$ cat config.mk
export PLATFORM = sky130hd
export DESIGN_NAME = c8s_alu
export DESIGN_NICKNAME = d
export VERILOG_FILES = /design/src/hw/rtl/c8s_pkg.sv /design/src/hw/rtl/c8s_alu.sv
export SDC_FILE = /design/constraint.sdc
export NUM_CORES = 1
export LEC_CHECK = 0
export BUFFER_PORTS_ARGS = -buffer_cell sky130_fd_sc_hd__buf_2
export CAP_MARGIN = 10
export CORE_AREA = 2 2 64 66
export DETAILED_ROUTE_END_ITERATION = 7
export DIE_AREA = 0 0 66 68
export PLACE_DENSITY = 0.82
export SETUP_SLACK_MARGIN = 0.05
export SYNTH_ARGS = -nofsm -noshare
export SYNTH_HDL_FRONTEND = slang
export SYNTH_SLANG_ARGS = --single-unit
$ cat constraint.sdc
create_clock -name vclk -period 4.4
set_input_delay 0.66 -clock vclk [all_inputs]
set_output_delay 0.66 -clock vclk [all_outputs]
set_load 0.01 [all_outputs]
$ cat src/hw/rtl/c8s_pkg.sv
// Shared types, constants and decode helpers for the 8-bit instruction step core.
`timescale 1ns / 1ps

package c8s_pkg;

	localparam int unsigned MemAddrBitsDefault = 16;
	localparam logic [15:0] PcReset = 16'hFFFA;
	localparam logic [7:0]  FlagC = 8'b00000001;
	localparam logic [7:0]  FlagZ = 8'b00000010;
	localparam logic [7:0]  FlagV = 8'b01000000;
	localparam logic [7:0]  FlagN = 8'b10000000;

	typedef enum logic [1:0] {
		CMD_WRITE = 2'd0,
		CMD_READ  = 2'd1,
		CMD_EXEC  = 2'd2,
		CMD_NONE  = 2'd3
	} cmd_t;

	typedef enum logic [2:0] {
		M_IMP, M_IMM, M_ZP, M_ZPX, M_ZPY, M_ABS, M_ABX, M_ABY
	} mode_t;

	typedef enum logic [4:0] {
		K_BAD, K_LDA, K_LDX, K_LDY, K_STA, K_STX, K_STY, K_AND, K_EOR,
		K_ORA, K_BIT, K_CPX, K_INC, K_TAX, K_TAY, K_TXA, K_TYA, K_INX, K_INY
	} kind_t;

	typedef struct packed {
		kind_t kind;
		mode_t mode;
	} dec_t;

	typedef enum logic [2:0] {
		ALU_ADD, ALU_SUB, ALU_AND, ALU_EOR, ALU_ORA
	} alu_op_t;

	typedef struct packed {
		alu_op_t     op;
		logic [15:0] a;
		logic [15:0] b;
	} alu_req_t;

	typedef enum logic [3:0] {
		ST_CLEAR, ST_IDLE, ST_HOST, ST_HOSTRD, ST_FETCH, ST_DECODE,
		ST_OPLO, ST_OPHI, ST_ACCESS, ST_EXEC, ST_INCWR, ST_DONE
	} st_t;

	function automatic logic [7:0] set_nz(input logic [7:0] p, input logic [7:0] v);
		logic [7:0] r;
		r = p & ~(FlagN | FlagZ);
		if (v == 8'h00) r = r | FlagZ;
		if (v[7]) r = r | FlagN;
		return r;
	endfunction

	function automatic dec_t decode(input logic [7:0] op);
		dec_t d;
		d.mode = M_IMP;
		d.kind = K_BAD;
		unique case (op)
			8'hA9: begin d.kind = K_LDA; d.mode = M_IMM; end
			8'hA5: begin d.kind = K_LDA; d.mode = M_ZP;  end
			8'hB5: begin d.kind = K_LDA; d.mode = M_ZPX; end
			8'hAD: begin d.kind = K_LDA; d.mode = M_ABS; end
			8'hBD: begin d.kind = K_LDA; d.mode = M_ABX; end
			8'hB9: begin d.kind = K_LDA; d.mode = M_ABY; end
			8'hA2: begin d.kind = K_LDX; d.mode = M_IMM; end
			8'hA6: begin d.kind = K_LDX; d.mode = M_ZP;  end
			8'hB6: begin d.kind = K_LDX; d.mode = M_ZPY; end
			8'hAE: begin d.kind = K_LDX; d.mode = M_ABS; end
			8'hBE: begin d.kind = K_LDX; d.mode = M_ABY; end
			8'hA0: begin d.kind = K_LDY; d.mode = M_IMM; end
			8'hA4: begin d.kind = K_LDY; d.mode = M_ZP;  end
			8'hB4: begin d.kind = K_LDY; d.mode = M_ZPX; end
			8'hAC: begin d.kind = K_LDY; d.mode = M_ABS; end
			8'hBC: begin d.kind = K_LDY; d.mode = M_ABX; end
			8'h85: begin d.kind = K_STA; d.mode = M_ZP;  end
			8'h95: begin d.kind = K_STA; d.mode = M_ZPX; end
			8'h8D: begin d.kind = K_STA; d.mode = M_ABS; end
			8'h9D: begin d.kind = K_STA; d.mode = M_ABX; end
			8'h99: begin d.kind = K_STA; d.mode = M_ABY; end
			8'h86: begin d.kind = K_STX; d.mode = M_ZP;  end
			8'h96: begin d.kind = K_STX; d.mode = M_ZPY; end
			8'h8E: begin d.kind = K_STX; d.mode = M_ABS; end
			8'h84: begin d.kind = K_STY; d.mode = M_ZP;  end
			8'h94: begin d.kind = K_STY; d.mode = M_ZPX; end
			8'h8C: begin d.kind = K_STY; d.mode = M_ABS; end
			8'hAA: d.kind = K_TAX;
			8'hA8: d.kind = K_TAY;
			8'h8A: d.kind = K_TXA;
			8'h98: d.kind = K_TYA;
			8'h29: begin d.kind = K_AND; d.mode = M_IMM; end
			8'h25: begin d.kind = K_AND; d.mode = M_ZP;  end
			8'h35: begin d.kind = K_AND; d.mode = M_ZPX; end
			8'h2D: begin d.kind = K_AND; d.mode = M_ABS; end
			8'h3D: begin d.kind = K_AND; d.mode = M_ABX; end
			8'h39: begin d.kind = K_AND; d.mode = M_ABY; end
			8'h49: begin d.kind = K_EOR; d.mode = M_IMM; end
			8'h45: begin d.kind = K_EOR; d.mode = M_ZP;  end
			8'h55: begin d.kind = K_EOR; d.mode = M_ZPX; end
			8'h4D: begin d.kind = K_EOR; d.mode = M_ABS; end
			8'h5D: begin d.kind = K_EOR; d.mode = M_ABX; end
			8'h59: begin d.kind = K_EOR; d.mode = M_ABY; end
			8'h09: begin d.kind = K_ORA; d.mode = M_IMM; end
			8'h05: begin d.kind = K_ORA; d.mode = M_ZP;  end
			8'h15: begin d.kind = K_ORA; d.mode = M_ZPX; end
			8'h0D: begin d.kind = K_ORA; d.mode = M_ABS; end
			8'h1D: begin d.kind = K_ORA; d.mode = M_ABX; end
			8'h19: begin d.kind = K_ORA; d.mode = M_ABY; end
			8'h24: begin d.kind = K_BIT; d.mode = M_ZP;  end
			8'h2C: begin d.kind = K_BIT; d.mode = M_ABS; end
			8'hE0: begin d.kind = K_CPX; d.mode = M_IMM; end
			8'hE4: begin d.kind = K_CPX; d.mode = M_ZP;  end
			8'hEC: begin d.kind = K_CPX; d.mode = M_ABS; end
			8'hE6: begin d.kind = K_INC; d.mode = M_ZP;  end
			8'hF6: begin d.kind = K_INC; d.mode = M_ZPX; end
			8'hEE: begin d.kind = K_INC; d.mode = M_ABS; end
			8'hFE: begin d.kind = K_INC; d.mode = M_ABX; end
			8'hE8: d.kind = K_INX;
			8'hC8: d.kind = K_INY;
			default: d.kind = K_BAD;
		endcase
		return d;
	endfunction

endpackage

$ cat src/hw/rtl/c8s_alu.sv
// Shared adder, subtractor and logic unit.
`timescale 1ns / 1ps

module c8s_alu (
	input  c8s_pkg::alu_req_t req,
	output logic [16:0]       res
);

	always_comb begin
		unique case (req.op)
			c8s_pkg::ALU_ADD: res = {1'b0, req.a} + {1'b0, req.b};
			c8s_pkg::ALU_SUB: res = {1'b0, req.a} - {1'b0, req.b};
			c8s_pkg::ALU_AND: res = {1'b0, req.a & req.b};
			c8s_pkg::ALU_EOR: res = {1'b0, req.a ^ req.b};
			c8s_pkg::ALU_ORA: res = {1'b0, req.a | req.b};
			default:          res = 17'd0;
		endcase
	end

endmodule

==> PnR_summary.wiki <==
{| class="wikitable"
! Metric !! Value
|-
| Outcome || complete, no violations
|-
| Number of instances in the synthesized netlist || 290
|-
| Die footprint || 0.00449 mm²
|-
| Footprint of the multi-input gates || 0.00191 mm²
|-
| Biggest fanout along the worst timing path || 6
|-
| Worst hold path cell count || 3
|-
| Remaining antenna violation count after routing || 0
|-
| Number of distinct library cells after synthesis || 48
|-
| Number of primary I/O pins || 52
|-
| Worst vdd rail ir drop || 70.4 µV
|-
| Die Wd || 66 µm
|-
| End point of the most critical hold path || res[1]
|-
| Delay of the slowest cell on the worst path || 390 ps
|-
| Global-route usage over all layers || 25.3%
|-
| Endpoints failing hold || 0
|-
| Endpoints failing setup || 0
|-
| Seq/Total Area, Yosys || 0%
|-
| Actual slew at the worst max-slew pin || 653 ps
|-
| Highest-count cells in the layout ignoring fill and taps || buf_2, ha_1, inv_1, nand2_1
|-
| Iteration-0 DRC count of the detailed router || 83
|-
| Initial antenna violation count || 0
|-
| Unrepaired setup endpoints after global routing || no
|-
| Half-perimeter wire length after placement || 4.55 mm
|-
| Hold/Removal Path Class || primary input to output port
|-
| Count of inserted antenna diode cells || 0
|-
| Row Count || 23
|-
| Overall via count from detail_route || 2250
|-
| Setup_tns || 0 ps
|-
| NumNets Final || 427
|-
| Initial core utilization || 54.3%
|-
| Final Wtd Congestion || 0.950
|-
| Worst slew margin relative to its limit || 56.5%
|-
| Critical path's slowest cell || or3_1
|-
| Remaining Overflow, GRT || 0
|-
| Highest Clock Rate || 241 MHz
|-
| Period utilisation layout || 94.3%
|-
| Routed WL per cell || 14.3 µm
|-
| Final Slew Violations || 0
|-
| FF+latch area || 0 µm²
|-
| Drt first pass iters || 4
|-
| CP required || 3740 ps
|-
| Flip-flop and latch count || 0
|-
| Vias in the first global route || 2100
|-
| Layout cell share with drive strength beyond 1 || 21.2%
|-
| Port Buffer Count || 52
|-
| Kind of end point of the critical path || output port
|-
| Most common library cell in the layout ignoring fill and taps || buf_2
|-
| Startpoint types || primary input
|-
| Average vias per placed instance || 5.77
|-
| Pin count of the biggest net entering global routing || 17
|-
| Post-route DRC violation count || 0
|-
| Die Ht || 68 µm
|-
| Clock buffer cells || 0
|-
| Total Routed Length || 5.56 mm
|-
| Area added between synthesis and finish || 17.2%
|-
| Static leakage power || 1.28 nW
|-
| Max-Cap Viols || 0
|-
| Number of fill cells || 374
|-
| Critical path arrival || 3490 ps
|-
| Number of nets in the synthesized netlist || 375
|-
| Worst path cell trace || buf_2, inv_1, ha_1, nor4b_2, buf_4, and3_1, nor2_1, xnor2_1, ha_1, nand4_1, or3_1, a21oi_2, o22ai_1, mux2_1, buf_2
|-
| Average footprint of a synthesized cell || 7.21 µm²
|-
| Final Util || 63.6%
|-
| Netlist Area Pre-Place || 0.00209 mm²
|-
| Hold path startpoint || req[33]
|-
| Pwr Density || 137 mW/mm²
|-
| Wire length of the first global-routing pass || 9.27 mm
|-
| Crit Path Category || primary input to output port
|-
| Placeable core area || 0.00386 mm²
|-
| Hold buffers post-CTS || 0
|-
| Time the final worst path needs with I/O delays and setup || 4150 ps
|-
| Synthesis warning total || 0
|}
[through the flow]
step	total power [mW]	cells	hold WS [ps]	area [µm²]	worst slack, ps
after global placement	0.320	390	1720	2430	291
after CTS	0.331	390	1720	2430	220
after floorplan	0.232	290	1570	2090	623
final	0.336	390	1720	2450	249
after global routing	0.376	390	1760	2450	30.6
after detailed placement	0.328	390	1720	2430	227
[synth_stat cells, drive strengths merged (2+ instances only)]
library cell | n | area share [%]
a21oi | 18 | 4.7
o22a | 6 | 2.5
o211ai | 4 | 1.4
xnor2 | 20 | 8.4
o21a | 2 | 0.72
ha | 49 | 29
a211oi | 2 | 0.72
a21boi | 3 | 1.1
or3 | 2 | 0.60
nor2 | 21 | 3.9
nand3 | 3 | 0.72
nand4 | 2 | 0.60
inv | 38 | 6.8
a31oi | 4 | 1.2
o221ai | 6 | 2.8
nor3 | 6 | 1.4
o22ai | 6 | 1.8
nor2b | 2 | 0.60
nand2b | 6 | 1.8
clkbuf | 6 | 1.2
mux2i | 17 | 8.1
nand2 | 22 | 3.9
xor2 | 4 | 1.7
o21ai | 18 | 4.3
nor4 | 2 | 0.60
buf | 6 | 1.6
a41oi | 2 | 1.2
[how the worst max path moves through the flow]
stage | startpoint | end | slack (ps) | depth (start not counted)
floorplan | req[1] | res[16] | 620 | 13
global placement | req[0] | res[15] | 290 | 16
detailed placement | req[0] | res[16] | 230 | 15
CTS | req[0] | res[16] | 220 | 15
global route | req[1] | res[14] | 30 | 16
finish | req[0] | res[16] | 250 | 15
[final cells by class]
type | instances | share of cell area (%)
Multi-Input combinational cell | 240 | 77.9
Timing Repair Buffer | 62 | 13.7
Inverter | 38 | 5.82
Tap cell | 50 | 2.55
[per-layer routing]
layer / global-route usage, % / vias up / wire length (µm)
met1: 35.0 / 1053 / 2590
met2: 46.3 / 56 / 2710
li1: - / 1137 / -
met3: 0.329 / 4 / 208
met4: 1.53 / 0 / 44
met5: 0 / - / 0
[power by group]
| part | switching [mW] | internal, mW | total [mW] |
|---|---|---|---|
| Sequential | 0 | 0 | 0 |
| Clock | 0 | 0 | 0 |
| Combinational | 0.188 | 0.148 | 0.336 |
[kinds of logic after synthesis]
logic type,share of synthesized area (%)
AOI/OAI and AO/OA,26.0
xor gates and xnor gates,10.0
adders and majority gates,30.3
buffers and inverters,9.57
muxes,8.67
and+or+nand+nor,15.5
[critical path, delay by kind of cell]
kind | cells | cell delay, ps
buf+inv | 4 | 530
xor+xnor | 1 | 120
compound gates | 2 | 210
mux | 1 | 330
simple gates | 5 | 1060
fa+ha+maj | 2 | 590
[timing repair]
| action | 4_1_cts | 5_1_grt |
|---|---|---|
| resized for setup | 0 | 4 |
| setup buffers | 0 | 0 |
| setup endpoints to repair | 0 | 4 |
Power figures use the tool's default switching activity.
